--- src/rtl/gha_ram.sv ---
// ----------------------------------------------------------------------------
// gha_ram
// Generic single-write, single-read synchronous RAM with registered read data.
// ----------------------------------------------------------------------------
module gha_ram #(
    parameter int WIDTH = 8,
    parameter int DEPTH = 16
) (
    input  logic                     clk,
    input  logic                     wr_en,
    input  logic [$clog2(DEPTH)-1:0] wr_addr,
    input  logic [WIDTH-1:0]         wr_data,
    input  logic                     rd_en,
    input  logic [$clog2(DEPTH)-1:0] rd_addr,
    output logic [WIDTH-1:0]         rd_data
);

    logic [WIDTH-1:0] mem [DEPTH];
    logic [WIDTH-1:0] rd_data_reg;

    // write port
    always_ff @(posedge clk)
    begin
        if (wr_en)
        begin
            mem[wr_addr] <= wr_data;
        end
    end

    // registered read port, holds when not enabled
    always_ff @(posedge clk)
    begin
        if (rd_en)
        begin
            rd_data_reg <= mem[rd_addr];
        end
    end

    assign rd_data = rd_data_reg;

endmodule

--- config.mk ---
export PLATFORM = sky130hd
export DESIGN_NAME = gha_ram
export DESIGN_NICKNAME = d
export VERILOG_FILES = /design/src/rtl/gha_ram.sv
export SDC_FILE = /design/constraint.sdc
export NUM_CORES = 1
export LEC_CHECK = 0
export ABC_AREA = 1
export BUFFER_PORTS_ARGS = -buffer_cell sky130_fd_sc_hd__buf_2
export CAP_MARGIN = 0
export CORE_ASPECT_RATIO = 0.6
export CORE_MARGIN = 2
export CORE_UTILIZATION = 35
export CTS_CLUSTER_DIAMETER = 100
export DETAILED_ROUTE_END_ITERATION = 8
export GPL_ROUTABILITY_DRIVEN = 0
export SYNTH_ARGS = -nofsm -noshare
export SYNTH_HDL_FRONTEND = slang
export SYNTH_SLANG_ARGS = --single-unit
--- constraint.sdc ---
create_clock -name clk -period 3 [get_ports clk]
set_clock_uncertainty 0.2 [all_clocks]
set_input_delay 0.45 -clock clk [delete_from_list [all_inputs] [get_ports clk]]
set_output_delay 0.45 -clock clk [all_outputs]
set_load 0.005 [all_outputs]
## Yosys cells after proc, flatten, opt, wreduce, memory -nomap -nowiden

Memories as Yosys holds them, arrays and structs flattened. A register that Yosys moved wholly into a read port is not among the register bits.
Index checks and enable logic that the tools add are counted.

- Multiplexer cells: 2

Operator list:

| cell | count |
|---|---|
| 2-to-1 mux 1 bit | 2 |

- RAM bits: 128
- Register bits: 0
- Logic and storage cells: 3
- Bits of input ports: 19
- Output and inout port bits: 8
- Memories: 1

Memories:

| memory | depth | bits a word | read ports | clocked after memory_dff | write ports | line | RTL |
|---|---|---|---|---|---|---|---|
| mem | 16 | 8 | 1 | 1 | 1 | 18 | `logic [WIDTH-1:0] mem [DEPTH];` |

## Longest topological paths before layout

- Depth after elaboration: 2
- Depth in mapped cells: 8
- Gate-level depth less buffers: 7

## Worst setup path after synthesis

Ideal clock, no wire load.

- Path kind: input -> register
- From: input wr_addr[2]
- To: memory mem[10][0], enable pin
- Path buffers: 0
- Slack: 1,399 ps
- Setup time: 370 ps
- Arrival time: 1,031 ps
- Data required time: 2,430 ps
- Stages on the path: 2
- Cells stage by stage: nand3b_1 -> nor2_1

RTL lines:

| item | line | RTL |
|---|---|---|
| start, declared | 11 | `input logic [$clog2(DEPTH)-1:0] wr_addr,` |
| end, declared | 18 |  |

Straight into the memory's write port.

==> impl.org <==
** STA
- Post-route fraction of the period consumed by the critical path :: 0.675
- Final critical-path required period :: 2.03 ns
- Final setup violation count :: 0
- Achievable frequency :: slightly below 0.5 GHz
- Worst Max-Slew Pin Slew :: 1.06 ns
- Unrepaired setup endpoints after global routing :: false
- The number of slew-limit violations in the final report was 0.
- Summed over all failing endpoints, the final setup total negative slack is 0 ns.
- Across all setup checks in the final design, the least slack found is roughly 0.97 ns.
- Worst max-slew margin expressed relative to the limit :: 0.289
- Final Hold Violating Endpoints :: 0

** Clocking
- CTS H-tree lvls :: 4
- Post-cts sizing count :: 0
- Clock latency on the worst-skew pair, taken at its later pin, is 0.41 ns.
- Clock edge transition at the registers on the reported setup and hold paths :: 0.06 ns
- CTS tree :: done
- CTS placed an instance of sky130_fd_sc_hd__clkbuf_16 at the clock tree root.
- Clock tree synthesis inserted a total of 17 buffers.
- Maximum root-to-sink buffer count :: 2
- Clock net sink count :: between 100 and 150
- Once the clock tree was built, the setup fixing pass inserted 0 buffers.
- Buffers inserted to repair hold after CTS numbered 0.

** Floorplanning
- For this configuration, the core starts out at a cell density of 0.359.
- The initialized floorplan defines 36 standard-cell rows.
- From bottom edge to top edge, the die measures 104 um.
- The die covers 17800 um2.
- Pin placement for this block handled 27 I/O pins.
- Placeable core area :: 16300 um2
- Width of the die :: 171 um

** Detailed routing
- Detail Route Antenna Nets :: 0
- In the routed layout, each cell is associated on average with a via count of between 4 and 5.
- After detailed routing, the number of remaining DRC violations is 0.
- In the final routed layout, each cell accounts on average for 17.0 um.
- The routed layout has 3957 vias.
- The first routing iteration left 514 violations.
- Total length of routed wires :: 14000 um
- The first TritonRoute pass finished after 5 iterations.

** Yosys
- Yosys top cell by area :: sky130_fd_sc_hd__edfxtp_1
- The synthesized netlist contains 11 unique library cells.
- Synthesized area :: 5850 um2
- Number of instances in the synthesized netlist :: around 550
- The share of synthesized area in the top cell type comes to 0.698.
- Counting every net in the synthesized netlist gives 570.
- Register bit count reported by yosys :: 136
- Synthesized area divided by synthesized cell count :: 10.6 um2
- The Yosys step of the flow raised 0 warnings.
- Dominant cells by area after synthesis :: sky130_fd_sc_hd__edfxtp_1, sky130_fd_sc_hd__nand2_1, sky130_fd_sc_hd__nand3_1
- Portion of the post-synthesis area used by sequential elements :: 0.698

** Global routing
- Initial antenna violation count :: 0
- Global-route usage over all layers :: 0.164
- The via count of the first global-routing pass is between 3000 and 4000.
- Entering global routing, the biggest net connects 65 pins.
- Aggregate global routing overflow :: 0
- Wire length of the first global-routing pass :: 21300 um

** Critical path
- In this design, the stage delay of the slowest critical-path cell is ~0.53 ns.
- Setup crit end kind :: register
- STA puts the critical path data required time at 2.96 ns.
- Critical R2R Launch :: mem[15][7]$_DFFE_PP_
- WS Path Type :: input port to register
- At the worst endpoint, the arrival time is 1.98 ns.
- The cell that appears most often on the critical path is sky130_fd_sc_hd__nand3_1.
- The slowest stage of the critical path is the sky130_fd_sc_hd__buf_2 cell.
- Highest fanout seen on the critical path :: 33
- FF-to-FF End :: rd_data[7]$_DFFE_PP_
- Worst reg-to-reg setup slack :: 1.67 ns
- STA classifies the critical path startpoint as an input port.
- Ordered cell list for the critical path :: buf_2 > inv_2 > nand3_1 > nand3_1 > nand3_1 > nand2_1
- The worst register-to-register path has a depth of 6.
- Crit path from :: rd_addr[1]

** Final layout
- In the final design database the tool counted 600 nets.
- In the layout the commonest cells are sky130_fd_sc_hd__nand2_1, sky130_fd_sc_hd__edfxtp_1, sky130_fd_sc_hd__inv_1, sky130_fd_sc_hd__nand3_1, sky130_fd_sc_hd__buf_2.
- Leaving out fill and tap cells, the most frequent cell in the layout is sky130_fd_sc_hd__nand2_1.
- Summing all multi-input logic gate instances after layout gives 1210 um2.
- Share of final-layout standard cells stronger than drive strength 1 :: 0.103
- Area growth from synthesis to layout :: 14.5%
- Post-route standard cell area excluding fillers :: around 6700 um2
- Max FFs per register :: 128
- The sequential cells in the finished layout cover a total of 4080 um2.
- The repair_antennas step left the layout with diodes totalling 0.
- After filler insertion, the fill cell instance count of the layout stands at 1600.

** Worst hold path
- The startpoint identified for the worst hold timing path is rd_en.
- Kind of path behind the tightest hold check :: input port to register
- Hold Path Cell Cnt :: 1
- Terminating pin of the worst hold path :: rd_data[6]$_DFFE_PP_

** Placement
- Total of buffers placed on input and output ports :: 26
- Detailed placement ended at an HPWL of 9190 um.
- Before CTS, the worst setup slack after placement is 0.611 ns.
- After detailed placement, the total cell area comes to slightly above 6000 um2.

** Power and ir drop
- Static leakage :: between 2 and 3 nW
- In this run the power density over the cells is 638 nW/um2.
- The worst-case IR drop observed on VDD is between 0.2 and 0.3 mV.

** Status
- Result of the run :: completed

** Job
- Number of maximum-capacitance violations :: 0
[worst max path at each step]
stage | end | slack, ns | cells past startpoint
floorplan | mem[10][0]$_DFFE_PP_ | 1.40 | 2
global placement | rd_data[7]$_DFFE_PP_ | 0.62 | 6
detailed placement | rd_data[2]$_DFFE_PP_ | 0.61 | 6
CTS | rd_data[2]$_DFFE_PP_ | 1.03 | 6
global route | rd_data[7]$_DFFE_PP_ | 0.89 | 6
finish | rd_data[2]$_DFFE_PP_ | 0.97 | 6
[final cells by class]
cell class | instances | area share
Timing Repair Buffer | 35 | 0.0314
Sequential cell | 136 | 0.610
Clock buffer | 20 | 0.0652
Inverter | 102 | 0.0572
Clock inverter | 11 | 0.0125
Multi-Input combinational cell | 289 | 0.181
Tap cell | 228 | 0.0426
[Yosys cell counts, drive strengths merged]
cell type	instances
nor2	17
buf	24
nand3b	2
inv	102
nand3	97
nand2	173
edfxtp	136
[cell families (layout without fill, tap and decap cells)]
family	Yosys count	in the layout	synth area share
simple gates	289	289	0.208
flops	136	136	0.698
buf+inv	126	168	0.0939
[metal layers]
metal  vias up  share of wire  global-route usage
met2       188           0.40               0.204
met1      1919           0.48               0.272
li1       1839              -                   -
met5         -              0                   0
met3        11           0.12              0.0426
met4         0         0.0089              0.0424
[where the power goes]
part	switching (mW)	internal [mW]
Sequential	0.0166	2.14
Combinational	0.182	0.0689
Clock	0.744	1.12
Total	0.943	3.33
[metrics by stage]
stage	utilization	hold slack [ns]	total power [mW]	cells
floorplan	-	0.349	2.34	551
global placement	0.379	0.530	2.44	790
detailed placement	0.379	0.532	2.45	790
CTS	0.411	0.201	4.29	821
global route	0.411	0.215	4.41	821
finish	0.411	0.209	4.27	821
[critical path: cells and delay by family]
kind                   cells  cell delay (ns)
and+or+nand+nor            4             0.53
buffers and inverters      2             0.99
No activity file was read; power rests on OpenSTA's default activity.
