--- src/rtl/gha_pkg.sv ---
// ----------------------------------------------------------------------------
// gha_pkg
// Shared types and constants for the generational handle allocator: field
// widths, request and status codes, sequencer states and the result bundle.
// ----------------------------------------------------------------------------
package gha_pkg;

    // default sizing
    localparam int SLOTS_DEF    = 1024;
    localparam int GEN_BITS_DEF = 32;

    // fixed port field widths
    localparam int REQ_W    = 2;
    localparam int STATUS_W = 2;
    localparam int INDEX_W  = 10;
    localparam int GEN_W    = 32;

    // request codes
    localparam logic [REQ_W-1:0] REQ_CREATE  = 2'd0;
    localparam logic [REQ_W-1:0] REQ_DESTROY = 2'd1;
    localparam logic [REQ_W-1:0] REQ_CHECK   = 2'd2;

    // status codes
    localparam logic [STATUS_W-1:0] ST_DONE = 2'd0;
    localparam logic [STATUS_W-1:0] ST_DEAD = 2'd1;
    localparam logic [STATUS_W-1:0] ST_FULL = 2'd2;

    // sequencer states
    typedef enum logic [1:0] {
        S_IDLE,
        S_POP,
        S_EXEC
    } state_t;

    // one result item
    typedef struct packed {
        logic [STATUS_W-1:0] status;
        logic                alive;
        logic [INDEX_W-1:0]  index;
        logic [GEN_W-1:0]    gen;
    } result_t;

endpackage

--- src/rtl/gha_out.sv ---
// ----------------------------------------------------------------------------
// gha_out
// Result output register: holds one result until the downstream side takes
// it, and frees up as it is taken so the sequencer can load the next one.
// ----------------------------------------------------------------------------
module gha_out import gha_pkg::*; (
    input  logic                clk,
    input  logic                rst_n,
    input  logic                load,
    input  result_t             res,
    output logic                out_ready,
    output logic                out_valid,
    input  logic                out_stall,
    output logic [STATUS_W-1:0] status,
    output logic                alive,
    output logic [INDEX_W-1:0]  out_index,
    output logic [GEN_W-1:0]    out_gen
);

    logic    valid_reg, valid_next;
    result_t res_reg, res_next;

    // free when empty or when the held result transfers this cycle
    assign out_ready = !valid_reg || !out_stall;

    always_comb
    begin
        valid_next = valid_reg;
        res_next   = res_reg;
        if (load)
        begin
            valid_next = 1'b1;
            res_next   = res;
        end
        else if (!out_stall)
        begin
            valid_next = 1'b0;
        end
    end

    always_ff @(posedge clk or negedge rst_n)
    begin
        if (!rst_n)
            valid_reg <= 1'b0;
        else
            valid_reg <= valid_next;
    end

    always_ff @(posedge clk)
    begin
        res_reg <= res_next;
    end

    assign out_valid = valid_reg;
    assign status    = res_reg.status;
    assign alive     = res_reg.alive;
    assign out_index = res_reg.index;
    assign out_gen   = res_reg.gen;

endmodule

--- config.mk ---
export PLATFORM = sky130hd
export DESIGN_NAME = gha_out
export DESIGN_NICKNAME = d
export VERILOG_FILES = /design/src/rtl/gha_pkg.sv /design/src/rtl/gha_out.sv
export SDC_FILE = /design/constraint.sdc
export NUM_CORES = 1
export LEC_CHECK = 0
export ABC_AREA = 0
export BUFFER_PORTS_ARGS = -buffer_cell sky130_fd_sc_hd__buf_4
export CAP_MARGIN = 30
export CORE_AREA = 8 8 51 95
export DETAILED_ROUTE_END_ITERATION = 10
export DIE_AREA = 0 0 59 103
export GPL_ROUTABILITY_DRIVEN = 0
export PLACE_DENSITY = 0.75
export RECOVER_POWER = 50
export SYNTH_ARGS = -nofsm -noshare
export SYNTH_HDL_FRONTEND = slang
export SYNTH_SLANG_ARGS = --single-unit
export TNS_END_PERCENT = 30
--- constraint.sdc ---
create_clock -name clk -period 0.8 [get_ports clk]
set_clock_uncertainty 0.1 [all_clocks]
set_input_delay 0.08 -clock clk [delete_from_list [all_inputs] [get_ports clk]]
set_output_delay 0.08 -clock clk [all_outputs]
set_load 0.01 [all_outputs]
# After elaboration in Yosys (flattened, before gate mapping)
# Index checks and enable logic that the tools add are counted.
[op_classes] n_eq_ne=1 n_reduce_logical=3 n_mux=2
[op_table] op="logical NOT 1 bit" n=2
[op_table] op="two-way mux 1 bit" n=2
[op_table] op="!= test 2 bit, second input constant" n=1
[op_table] op="logical OR 1 bit" n=1
[word_totals] word_cells=11 out_inout_bits=47 input_bits=49 regBits=46

# Logic depth before layout (Yosys ltp)
[logic_depth] word_depth=2 ltp_mapped=1 ltp_nobuf=1

# Worst setup path before layout
# No wires, ideal clock.
[synth_timing] kind="register -> register" from="register out_valid (netlist name)" to="register valid_reg, in the netlist out_valid" slack_ps=24 t_required_ps=582 n_path_buf=0 setup_time_ps=118 period_less_slack_ps=776 path_stages_with_launch=2 arrival_time_ps=558 cell_sequence="dfrtp_1 -> a21o_1"
[synth_rtl] item="end signal, assigned" line_no="gha_out.sv:46" rtl="valid_reg <= valid_next;"
[synth_rtl] item="end, declared" line_no="gha_out.sv:20" rtl="logic valid_reg, valid_next;"

# Final worst setup path
[layout_timing] from="register valid_reg, in the netlist out_valid" to="output port out_ready"
[layout_between] elab_chain_len=2
[layout_rtl] item="logical NOT 1 bit" line_no="gha_out.sv:24" rtl="assign out_ready = !valid_reg || !out_stall;"
[layout_rtl] item="logical OR 1 bit" line_no="gha_out.sv:24"
[layout_rtl] item="end, declared" line_no="gha_out.sv:11" rtl="output logic out_ready,"
# Every way passes these cells.

==> results_dict.tcl <==
set metrics [dict create \
    worstSetupStartpointType "flop" \
    routed_wirelength_um 5020 \
    floorplan.die_area_um2 6080 \
    drive_gt1_share_pct 52.2 \
    ys_seq_area_share_pct 99.2 \
    cts_root_buf "clkbuf_8" \
    routed_via_density 4.38 \
    min_period_ns 1.05 \
    drtIter0Drc 12 \
    clk_pin_slew_ns 0.07 \
    synth_area_leaders "edfxtp_1, dfrtp_1, a21o_1" \
    core_area_um2 3570 \
    post-place-ws_ns -0.000145 \
    grt-ovfl-total 0 \
    slew_headroom_pct 75.3 \
    cp.arrival_ns 0.87 \
    grt_pass1_wl_um 6330 \
    dpl-instance-area_um2 2210 \
    critPathRequiredTime_ns 0.62 \
    totalPowerFinal_mw 5.22 \
    grt_pass1_vias 1211 \
    insertion_delay_ns 0.29 \
    timing.final.hold_violations 1 \
    hold_buffers 46 \
    worstSetupPathType "reg -> out" \
    irDropWorstVdd_mv 1.69 \
    rsz0062_at_grt "yes" \
    fin_nets 250 \
    synth_top_area_cell "edfxtp_1" \
    timing.final.crit_share_pct 132 \
    p_per_area_nw_per_um2 1780 \
    synth_fp_nets 97 \
    synthesis.instances 48 \
    rows 31 \
    fin_area_um2 2940 \
    nFillCells 194 \
    htreeDepth 2 \
    io_buffers 95 \
    antenna_found_initial 0 \
    avgRoutedWirePerCell_um 20.1 \
    diodes 0 \
    drtPass1Iterations 4 \
    start_util_pct 38.9 \
    most-common-layout-cells "edfxtp_1, buf_6, buf_4" \
    final_core_util_pct 82.3 \
    yosysUniqueCellTypes 4 \
    syn-cell-area_um2 1390 \
    final_antenna_net_count 0 \
    whs_ns -0.0925 \
    slew_violations 0 \
    grt_util_met3_pct 4.88 \
    synth_seq_cells 46 \
    synth_top_area_share_pct 97.4 \
    fmax_ghz 0.950 \
    hpwl_um 2910 \
    p_leak_nw 1.34 \
    cts_tree "built" \
    clockBufferDepth 2 \
    yosys_warnings 0 \
    worst_slew_pin_slew_ns 0.370 \
    hold_path_class "in -> reg" \
    cts_buffers 5 \
    status "finished with violations" \
    vias 1096 \
    met1_usage_pct 11.6 \
    synthToLayoutAreaGrowth_pct 112 \
    worstSetupEndpointType "output port" \
    use_met2_pct 29.0 \
    avgSynthCellArea_um2 28.9 \
    drc 0 \
    postCtsSetupBuffers 0 \
    die_w_um 59 \
    violations "negative hold slack, negative setup slack" \
    maxCapViolCount 0 \
    ios 96 \
    cts_num_sinks 46 \
    layout_commonest_cell "edfxtp_1" \
    tns_ns -9.81 \
    top_usage_layer "met2" \
    cp_max_fo 3 \
    finalSetupViolCount 57 \
    die_h_um 103 \
    fin_ws_ns -0.252 \
    grt_max_degree 21 \
    grt_usage_pct 14.6 \
]
==> critical path, cell delays in order, from the launching register on <==
cell and delay, ns:
dfrtp_1 0.41, nand2_1 0.07, buf_4 0.11
==> synthesized netlist by cell type <==
master    instances
edfxtp_1         45
nand2_1           1
dfrtp_1           1
a21o_1            1
==> per-stage QoR <==
stage	cells	hold WS, ns
finish	250	-0.0925
global placement	197	-0.244
floorplan	48	-0.316
CTS	250	-0.0983
detailed placement	197	-0.243
global route	250	-0.0967
==> timing repair <==
| action | 4_1_cts | 5_1_grt |
|---|---|---|
| hold endpoints to repair | 49 | 4 |
| endpoints found under the setup margin | 47 | 68 |
| gates resized for setup | 23 | 42 |
==> kinds of logic (layout without fill, tap and decap cells) <==
| family | count (synthesis) | in the layout | synth area share, % |
|---|---|---|---|
| AOI/OAI and AO/OA | 1 | 1 | 0.541 |
| buffers and inverters | 0 | 153 | 0 |
| DFF | 46 | 46 | 99.2 |
| and+or+nand+nor | 1 | 1 | 0.270 |
==> final timing paths <==
| path | cells past startpoint | endpoint | slack (ns) | startpoint |
|---|---|---|---|---|
| min in group asynchronous | 2 | out_valid$_DFFE_PN0P_ | 0.01 | rst_n |
| max | 2 | out_ready | -0.25 | out_valid$_DFFE_PN0P_ |
| max in group asynchronous | 2 | out_valid$_DFFE_PN0P_ | 0.51 | rst_n |
| min reg2reg | 1 | out_valid$_DFFE_PN0P_ | 0.43 | out_valid$_DFFE_PN0P_ |
| min | 2 | out_valid$_DFFE_PN0P_ | -0.09 | out_stall |
| max reg2reg | 1 | out_valid$_DFFE_PN0P_ | 0.03 | out_valid$_DFFE_PN0P_ |
==> flip-flops by register name, indices dropped and copies added (netlist names) <==
register and flops:
out_valid 1, status 2, out_index 10, out_gen 32
alive 1
==> cell type report <==
cell class,count,area [um2],area share [%]
Multi-Input combinational cell,2,11.3,0.383
Sequential cell,46,1380,46.8
Tap cell,49,61.3,2.09
Clock buffer,6,72.6,2.47
Timing Repair Buffer,146,1410,48.0
Clock inverter,1,7.51,0.256
==> routing by layer <==
layer	vias to the layer above	share of wire (%)
li1	494	-
met1	537	30
met2	52	61
met3	13	6.2
met4	0	3.4
met5	-	0
==> report_power, final <==
| part | switching, mW | total [mW] | internal (mW) |
|---|---|---|---|
| Sequential | 0.0996 | 2.96 | 2.86 |
| Combinational | 0.321 | 0.957 | 0.636 |
| Clock | 0.701 | 1.30 | 0.598 |
| Total | 1.12 | 5.22 | 4.09 |
(Power assumes the default switching activity.)
