`config.mk`:
```
export PLATFORM = sky130hd
export DESIGN_NAME = gha_ctrl
export DESIGN_NICKNAME = d
export VERILOG_FILES = /design/src/rtl/gha_pkg.sv /design/src/rtl/gha_ctrl.sv
export SDC_FILE = /design/constraint.sdc
export NUM_CORES = 1
export LEC_CHECK = 0
export BUFFER_PORTS_ARGS = -buffer_cell sky130_fd_sc_hd__buf_2
export CAP_MARGIN = 15
export CELL_PAD_IN_SITES_DETAIL_PLACEMENT = 1
export CELL_PAD_IN_SITES_GLOBAL_PLACEMENT = 1
export CORE_MARGIN = 4
export CORE_UTILIZATION = 32
export CTS_CLUSTER_SIZE = 12
export DETAILED_ROUTE_END_ITERATION = 12
export GPL_ROUTABILITY_DRIVEN = 0
export PLACE_DENSITY_LB_ADDON = 0.1
export SLEW_MARGIN = 20
export SYNTH_ARGS = -nofsm -noshare
export SYNTH_HDL_FRONTEND = slang
export SYNTH_SLANG_ARGS = --single-unit
```
`constraint.sdc`:
```
create_clock -name clk -period 3.4 [get_ports clk]
set_clock_uncertainty 0.2 [all_clocks]
set_input_delay 0.51 -clock clk [delete_from_list [all_inputs] [get_ports clk]]
set_output_delay 0.51 -clock clk [all_outputs]
set_load 0.1 [all_outputs]
```
`src/rtl/gha_pkg.sv`:
```
// ----------------------------------------------------------------------------
// gha_pkg
// Shared types and constants for the generational handle allocator: field
// widths, request and status codes, sequencer states and the result bundle.
// ----------------------------------------------------------------------------
package gha_pkg;

    // default sizing
    localparam int SLOTS_DEF    = 1024;
    localparam int GEN_BITS_DEF = 32;

    // fixed port field widths
    localparam int REQ_W    = 2;
    localparam int STATUS_W = 2;
    localparam int INDEX_W  = 10;
    localparam int GEN_W    = 32;

    // request codes
    localparam logic [REQ_W-1:0] REQ_CREATE  = 2'd0;
    localparam logic [REQ_W-1:0] REQ_DESTROY = 2'd1;
    localparam logic [REQ_W-1:0] REQ_CHECK   = 2'd2;

    // status codes
    localparam logic [STATUS_W-1:0] ST_DONE = 2'd0;
    localparam logic [STATUS_W-1:0] ST_DEAD = 2'd1;
    localparam logic [STATUS_W-1:0] ST_FULL = 2'd2;

    // sequencer states
    typedef enum logic [1:0] {
        S_IDLE,
        S_POP,
        S_EXEC
    } state_t;

    // one result item
    typedef struct packed {
        logic [STATUS_W-1:0] status;
        logic                alive;
        logic [INDEX_W-1:0]  index;
        logic [GEN_W-1:0]    gen;
    } result_t;

endpackage

```
`src/rtl/gha_ctrl.sv`:
```
// ----------------------------------------------------------------------------
// gha_ctrl
// Request sequencer: captures a request, reads the free stack and generation
// memories, decides the result and writes back generation, stack and counters.
// ----------------------------------------------------------------------------
module gha_ctrl import gha_pkg::*; #(
    parameter int   SLOTS    = SLOTS_DEF,
    parameter int   GEN_BITS = GEN_BITS_DEF,
    localparam int  IDX_W    = $clog2(SLOTS),
    localparam int  CNT_W    = $clog2(SLOTS + 1)
) (
    input  logic                clk,
    input  logic                rst_n,
    // request side
    input  logic                in_valid,
    output logic                in_stall,
    input  logic [REQ_W-1:0]    req_type,
    input  logic [INDEX_W-1:0]  handle_index,
    input  logic [GEN_W-1:0]    handle_gen,
    // result side
    input  logic                out_ready,
    output logic                res_load,
    output result_t             res,
    // generation memory
    output logic                gen_rd_en,
    output logic [IDX_W-1:0]    gen_rd_addr,
    input  logic [GEN_BITS-1:0] gen_rd_data,
    output logic                gen_wr_en,
    output logic [IDX_W-1:0]    gen_wr_addr,
    output logic [GEN_BITS-1:0] gen_wr_data,
    // free stack memory
    output logic                stk_rd_en,
    output logic [IDX_W-1:0]    stk_rd_addr,
    input  logic [IDX_W-1:0]    stk_rd_data,
    output logic                stk_wr_en,
    output logic [IDX_W-1:0]    stk_wr_addr,
    output logic [IDX_W-1:0]    stk_wr_data
);

    localparam int CMP_W = (CNT_W > INDEX_W) ? CNT_W : INDEX_W;
    localparam logic [CNT_W-1:0] SLOTS_C = CNT_W'(SLOTS);

    state_t             state_reg, state_next;
    logic [REQ_W-1:0]   req_reg, req_next;
    logic [CMP_W-1:0]   idx_reg, idx_next;
    logic [GEN_W-1:0]   hgen_reg, hgen_next;
    logic [IDX_W-1:0]   slot_reg, slot_next;
    logic [CNT_W-1:0]   free_depth_reg, free_depth_next;
    logic [CNT_W-1:0]   high_water_reg, high_water_next;

    logic               accept;
    logic               commit;
    logic               depth_nz;
    logic [CMP_W-1:0]   idx_ext;
    logic               live;
    logic               do_pop;
    logic               do_push;
    logic               do_fresh;
    logic               do_bump;

    assign accept   = in_valid && (state_reg == S_IDLE);
    assign depth_nz = (free_depth_reg != '0);
    assign idx_ext  = CMP_W'(handle_index);

    // next state
    always_comb
    begin
        state_next = state_reg;
        unique case (state_reg)
            S_IDLE:
            begin
                if (in_valid)
                begin
                    if ((req_type == REQ_CREATE) && depth_nz)
                        state_next = S_POP;
                    else
                        state_next = S_EXEC;
                end
            end
            S_POP:
            begin
                state_next = S_EXEC;
            end
            S_EXEC:
            begin
                if (out_ready)
                    state_next = S_IDLE;
            end
            default:
            begin
                state_next = S_IDLE;
            end
        endcase
    end

    // sequencer outputs and memory read addressing
    always_comb
    begin
        in_stall    = (state_reg != S_IDLE);
        commit      = (state_reg == S_EXEC) && out_ready;
        stk_rd_en   = accept;
        stk_rd_addr = IDX_W'(free_depth_reg - 1'b1);
        gen_rd_en   = accept || (state_reg == S_POP);
        gen_rd_addr = (state_reg == S_POP) ? stk_rd_data : idx_ext[IDX_W-1:0];
    end

    // request capture
    always_comb
    begin
        req_next  = req_reg;
        idx_next  = idx_reg;
        hgen_next = hgen_reg;
        slot_next = slot_reg;
        if (accept)
        begin
            req_next  = req_type;
            idx_next  = idx_ext;
            hgen_next = handle_gen;
        end
        if (state_reg == S_POP)
        begin
            slot_next = stk_rd_data;
        end
    end

    // liveness: below the high-water mark and generation matches in full
    assign live = (idx_reg < CMP_W'(high_water_reg)) &&
                  (GEN_W'(gen_rd_data) == hgen_reg);

    // result decision
    always_comb
    begin
        res      = '0;
        do_pop   = 1'b0;
        do_push  = 1'b0;
        do_fresh = 1'b0;
        do_bump  = 1'b0;
        unique case (req_reg)
            REQ_CREATE:
            begin
                if (depth_nz)
                begin
                    do_pop    = 1'b1;
                    res.index = INDEX_W'(slot_reg);
                    res.gen   = GEN_W'(gen_rd_data);
                end
                else if (high_water_reg != SLOTS_C)
                begin
                    do_fresh  = 1'b1;
                    res.index = INDEX_W'(high_water_reg);
                    res.gen   = GEN_W'(1);
                end
                else
                begin
                    res.status = ST_FULL;
                end
            end
            REQ_DESTROY:
            begin
                if (live)
                begin
                    res.alive = 1'b1;
                    do_bump   = 1'b1;
                    do_push   = (free_depth_reg != SLOTS_C);
                end
                else
                begin
                    res.status = ST_DEAD;
                end
            end
            REQ_CHECK:
            begin
                res.alive = live;
            end
            default:
            begin
                res = '0;
            end
        endcase
    end

    // write-back of memories, gated by commit
    always_comb
    begin
        res_load    = commit;
        gen_wr_en   = commit && (do_fresh || do_bump);
        gen_wr_addr = do_fresh ? IDX_W'(high_water_reg) : idx_reg[IDX_W-1:0];
        gen_wr_data = do_fresh ? GEN_BITS'(1) : GEN_BITS'(gen_rd_data + 1'b1);
        stk_wr_en   = commit && do_push;
        stk_wr_addr = IDX_W'(free_depth_reg);
        stk_wr_data = idx_reg[IDX_W-1:0];
    end

    // stack depth and high-water counters
    always_comb
    begin
        free_depth_next = free_depth_reg;
        high_water_next = high_water_reg;
        if (commit && do_pop)
            free_depth_next = free_depth_reg - 1'b1;
        else if (commit && do_push)
            free_depth_next = free_depth_reg + 1'b1;
        if (commit && do_fresh)
            high_water_next = high_water_reg + 1'b1;
    end

    // control registers
    always_ff @(posedge clk or negedge rst_n)
    begin
        if (!rst_n)
        begin
            state_reg      <= S_IDLE;
            free_depth_reg <= '0;
            high_water_reg <= '0;
        end
        else
        begin
            state_reg      <= state_next;
            free_depth_reg <= free_depth_next;
            high_water_reg <= high_water_next;
        end
    end

    // request payload registers
    always_ff @(posedge clk)
    begin
        req_reg  <= req_next;
        idx_reg  <= idx_next;
        hgen_reg <= hgen_next;
        slot_reg <= slot_next;
    end

    // checks
    a_depth_bound: assert property (@(posedge clk) disable iff (!rst_n)
        free_depth_reg <= SLOTS_C)
        else $error("free stack depth beyond capacity");

    a_water_bound: assert property (@(posedge clk) disable iff (!rst_n)
        high_water_reg <= SLOTS_C)
        else $error("high-water mark beyond capacity");

    a_push_count: assert property (@(posedge clk) disable iff (!rst_n)
        stk_wr_en |=> (free_depth_reg == $past(free_depth_reg) + 1'b1))
        else $error("stack push without depth increment");

    a_gen_wr_range: assert property (@(posedge clk) disable iff (!rst_n)
        gen_wr_en |-> (CMP_W'(gen_wr_addr) <= CMP_W'(high_water_reg)))
        else $error("generation write above high-water mark");

    a_pop_nonempty: assert property (@(posedge clk) disable iff (!rst_n)
        (state_reg == S_POP) |-> depth_nz)
        else $error("pop from empty free stack");

endmodule

```
; ---- Yosys cells after proc, flatten, opt, wreduce, memory -nomap -nowiden
; Cells that the tools add are included.
; W data, S select, Z words.
[classes]
add_sub_neg = 4
magnitude_cmp = 1
eq_ne = 9
muxes = 26
reduce_logical = 17
[ops]
columns = operator, count
row1 = $mux W42, 3
row2 = $add A32 B1 Y32 const B, 1
row3 = $eq A32 B32 Y1, 1
row4 = $mux W32, 1
row5 = $add A11 B1 Y11 const B, 2
row6 = $mux W11, 2
row7 = $ne A11 B11 Y1 const B, 2
row8 = $mux W10, 2
row9 = $lt A10 B11 Y1, 1
row10 = $reduce_bool A11 Y1, 1
row11 = $sub A11 B1 Y11 const B, 1
row12 = $mux W1, 10
row13 = $mux W2, 5
row14 = $logic_and A1 B1 Y1, 8
row15 = $logic_not A2 Y1, 3
row16 = $pmux W2 S3, 1
row17 = $eq A2 B1 Y1 const B, 2
row18 = $eq A2 B2 Y1 const B, 2
row19 = $ne A2 B2 Y1 const B, 2
row20 = $pmux W2 S2, 1
row21 = $reduce_bool A2 Y1, 2
row22 = $logic_or A1 B1 Y1, 2
row23 = $pmux W1 S2, 1
row24 = $reduce_and A2 Y1, 1
[word_totals]
register_bits = 78
inputBits = 90
output_inout_bits = 133
wordCells = 64

; ---- Depth between registers and ports, before layout
[depth]
ltp_word = 7
mapped_depth = 10

; ---- Worst setup path after synthesis
; OpenSTA, ideal clock, no wires.
[synth_path]
path_type = reg-to-output
start = reg idx_reg[8]
end = out stk_wr_en
t_arrival_ps = 5022
t_required_ps = 2690
path_slack_ps = -2332
stages_incl_launch_ff = 6
path_cell_list = edfxtp_1 > ha_1 > a21o_1 > a2111oi_0 > nand4_1 > nor4_1
[synth_via]
elab_chain_len = 5
[synth_rtl]
columns = element, line
row1 = start: declaration, gha_ctrl.sv:45  ; logic [CMP_W-1:0] idx_reg, idx_next;
row2 = start signal: assignment, gha_ctrl.sv:228  ; idx_reg <= idx_next;
row3 = $lt A10 B11 Y1, gha_ctrl.sv:127  ; assign live = (idx_reg < CMP_W'(high_water_reg)) &&
row4 = $logic_and A1 B1 Y1, gha_ctrl.sv:127
row5 = $mux W1, gha_ctrl.sv:160  ; if (live)
row6 = $mux W1, gha_ctrl.sv:138  ; unique case (req_reg)
row7 = $logic_and A1 B1 Y1, gha_ctrl.sv:189  ; stk_wr_en = commit && do_push;
row8 = end: declaration, gha_ctrl.sv:35  ; output logic stk_wr_en,
; Every way passes these cells.

; ---- Final worst setup path
[layout_path]
start = reg high_water_reg[8]
end = out stk_wr_en
[layout_via]
elab_chain_len = 5
[layout_rtl]
columns = element, line
row1 = start: declaration, gha_ctrl.sv:49  ; logic [CNT_W-1:0] high_water_reg, high_water_next;
row2 = start signal: assignment, gha_ctrl.sv:220  ; high_water_reg <= high_water_next;
row3 = $lt A10 B11 Y1, gha_ctrl.sv:127
row4 = $logic_and A1 B1 Y1, gha_ctrl.sv:127
row5 = $mux W1, gha_ctrl.sv:160
row6 = $mux W1, gha_ctrl.sv:138
row7 = $logic_and A1 B1 Y1, gha_ctrl.sv:189
; Every way passes these cells.

==> results.txt <==
* Outcome: finished, final reports clean
* Count of cell types in the netlist: just over 60
- Summed area of non-filler cells in the final layout: 0.008742 mm^2
* Number of enable flip-flop cells after synthesis: between 50 and 60
* Maximum number of pins on one net before global-route repair: 25
- Counting instances, the worst hold path has a depth of 1.
- The final route contains approximately 5,100 vias.
* Core utilization of the finished layout: ~53%
- Clock tree synthesis selected as its root buffer the cell clkbuf_16.
* Final non-filler cell total: approximately 1,000
- The via count of the first global-routing pass was roughly 5,600.
- The share of total power dissipated in the clock network is between 15 and 20%.
- Peak supply drop: ~0.00067 V
- Setup Crit Path Kind: reg -> out
* Post-layout power: about 5200 uW
- At the pin with the least slew margin, the transition time is between 800 and 900 ps.
* Setup repair after global routing missed its margin: no
* Flip-flop count of the largest register after layout: 32
* Finish-stage setup viols: 0
* Total Neg Setup Slack: 0 ps
- Pins Over Slew Limit: 0
- Power density relative to cell area: approximately 590 mW/mm^2
* Main flop type after synthesis: edfxtp_1
- Across the run, the number of max-cap violations was 0.
- In this run, flip-flops and latches consume 24.9% of the power.
- Number of endpoints with negative hold slack in the final report: 0
* Upper clock frequency limit: slightly above 0.3 GHz
- Top post-synthesis cells by area: edfxtp_1 (30%), dfrtp_1 (11%), xnor2_1 (9.1%)
- Clock period minus final worst setup slack: between 3000 and 4000 ps
- The region available for standard cell placement spans between 0.015 and 0.02 mm^2.
- The placed instances occupy a cell area of between 0.008 and 0.009 mm^2.
- Cell with the most instances after synthesis: xnor2_1
- In the final routed layout, each cell accounts on average for slightly below 20 um.
* Initial antenna violation count: 3
* Net load switching power: approximately 2700 uW
- Internal power comes to about 2500 uW.
* Total detailed-routing wirelength: approximately 20 mm
- Dividing the final minimum period by the clock period gives 95.39%.
- Std cell rows: 47
- H-tree depth reported by CTS: 3
- Clock-pin slew was measured on the worst setup and hold paths at about 70 ps.
- After detailed routing, the wire length on met1 is about 8.4 mm.
- In this run, the combinational gates consume 55.5% of the power.
- Area share of the largest cell type after synthesis: a little under a third
* Path class of the lowest-slack min-delay path: in -> reg
- TritonCTS built the clock tree.
* Dpl cells: 985
- Counting flops with an async set or reset pin after synthesis yields a share of slightly above 30%.
- The detail route stage leaves a number of antenna-violating nets equal to 0.
* Pre-antenna DRT Iters: 4
- Counting flops and latches in the post-synthesis netlist gives around 80.
- Nets: roughly 900
- Of the cells placed in the final design, the portion with a size suffix greater than 1 is between 50% and 60%.
* TritonCTS Buffers: 9
* Highest routed metal layer: met4
- Die Outline Area: about 0.019 mm^2
- For this design the static power due to leakage is approximately 0.0035 uW.
- Total overflow reported by the global router: 0
- Synthesis produced a netlist with a net count of about 660.
* Die Ht: approximately 140 um
- STA classifies the critical path endpoint as a primary output.
- I/O Pins: approximately 220
- In this run, the number of DRC markers left after iteration 0 of detailed routing was roughly 190.
* Post-synthesis cell type with the largest combined area: edfxtp_1
- The later pin in the worst-skew pair is clocked with a latency of about 350 ps.
- In this run the tool buffered the top-level ports with 222 buffer cells.
- Summed over all nets, wire length on met2 after detailed routing comes to 10.01 mm.
- After detailed routing, the number of remaining DRC violations is 0.
- CTS sink count: a little under 80
* Clock Tree Buf Depth: 2
- The die is 137.6 um wide.
- The worst setup path is launched from a flip-flop.
* Maximum net fanout on the critical path: 5
- The cell count after synthesis came out at 556.
* Gr usage total: between 20% and 30%
- The first global-routing pass estimated between 30 and 40 mm of wire.
* Effective utilization at floorplan: 32.51%
* Part of the Yosys area used for sequential elements: roughly two fifths
- Crit path required time: 2690 ps
* Syn. warnings: 0
* Post-DP HPWL: between 15 and 20 mm
- STA puts the critical path data arrival time at about 2500 ps.
- Area growth from synthesis to layout: 62.75%
- Net switching is between 50% and 60% of the power.
* Headroom to the max-slew limit: between 40% and 50%
- The mapped netlist covers between 0.005 and 0.006 mm^2.
* Avg Cell Area, Syn: approximately 9.7 um^2
* Logic depth of the worst register-to-register path: 9
- Counting instances in the post-synthesis netlist gives the leading cell types as xnor2_1 (56), edfxtp_1 (54), nand2_1 (46), nor2_1 (45), and2_1 (31).
- WL met3: between 1 and 1.5 mm
- Detail-routed via count per cell: roughly 5
-- kinds of logic after synthesis --
| kind of cell | Yosys count | synth area share [%] |
|---|---|---|
| AOI/OAI and AO/OA | 61 | 7.687 |
| xor gates and xnor gates | 76 | 12.39 |
| adders and majority gates | 16 | 3.727 |
| buffers and inverters | 64 | 5.870 |
| DFF | 78 | 41.37 |
| muxes | 20 | 4.170 |
| and+or+nand+nor | 241 | 24.78 |
-- power by group through the flow --
| stage | Clock, uW | Sequential (uW) | Combinational [uW] |
|---|---|---|---|
| floorplan | 0 | 1350 | 2180 |
| global placement | 0 | 1290 | 2830 |
| detailed placement | 0 | 1300 | 2880 |
| CTS | 1040 | 1280 | 2890 |
| global route | 1080 | 1300 | 2980 |
| finish | 1010 | 1290 | 2870 |
-- cell usage in the layout, fill, tap and decap left out, drive strengths merged, types with 13 or more instances in the layout --
cell type / instances
a21oi: 17
and2: 32
buf: 250
dfrtp: 24
edfxtp: 54
ha: 16
inv: 28
mux2: 19
nand2: 47
nand3: 28
nand4: 21
nor2: 45
nor3: 15
o21ai: 13
xnor2: 56
xor2: 20
-- stage by stage --
step	setup WS, ps	hold slack [ps]
floorplan	-393.9	14.41
global placement	91.31	287.4
detailed placement	-43.11	311.8
CTS	7.383	125.0
global route	0.4259	125.1
finish	156.7	139.6
-- path summary, 6_finish.rpt --
check,end,start,slack [ps]
worst max-delay path,stk_wr_en,high_water_reg[8],160
worst min-delay path,hgen_reg[1],handle_gen[1],140
worst max register to register,free_depth_reg[5],high_water_reg[8],490
worst min register to register,free_depth_reg[10],free_depth_reg[10],320
max in group asynchronous,high_water_reg[8],rst_n,2050
min in group asynchronous,free_depth_reg[3],rst_n,510
-- worst max-delay path, cell delays in order (launching register included) --
cell       delay, ps
dfrtp_2          410
inv_1             80
ha_1             310
a21o_1           210
a2111oi_2        290
nand4_1          210
buf_4            200
nor4_4           250
buf_12           220
-- per-layer routing --
| metal | track usage (%) | up-vias |
|---|---|---|
| met3 | 5.698 | 25 |
| li1 | - | 2419 |
| met2 | 36.96 | 165 |
| met1 | 26.67 | 2509 |
| met4 | 6.375 | 0 |
| met5 | 0 | - |
-- cell type report --
class | count | area [um^2]
diodes | 4 | 10.01
repair buffers | 252 | 2470
multi-input cells | 414 | 3354
inverters | 26 | 101.3
well taps | 220 | 275.3
clock buffers | 10 | 239.0
clock inverters | 6 | 65.06
fillers | 1812 | 7782
flip-flops and latches | 78 | 2227
-- what timing repair did --
action,in CTS,in global routing
gates resized for setup,1,9
hold endpoints to repair,24,0
setup buffers,4,0
hold buffers,1,0
setup endpoints to repair,16,13
pin swaps,1,0
Note: power is estimated with default switching activity, not from simulation.
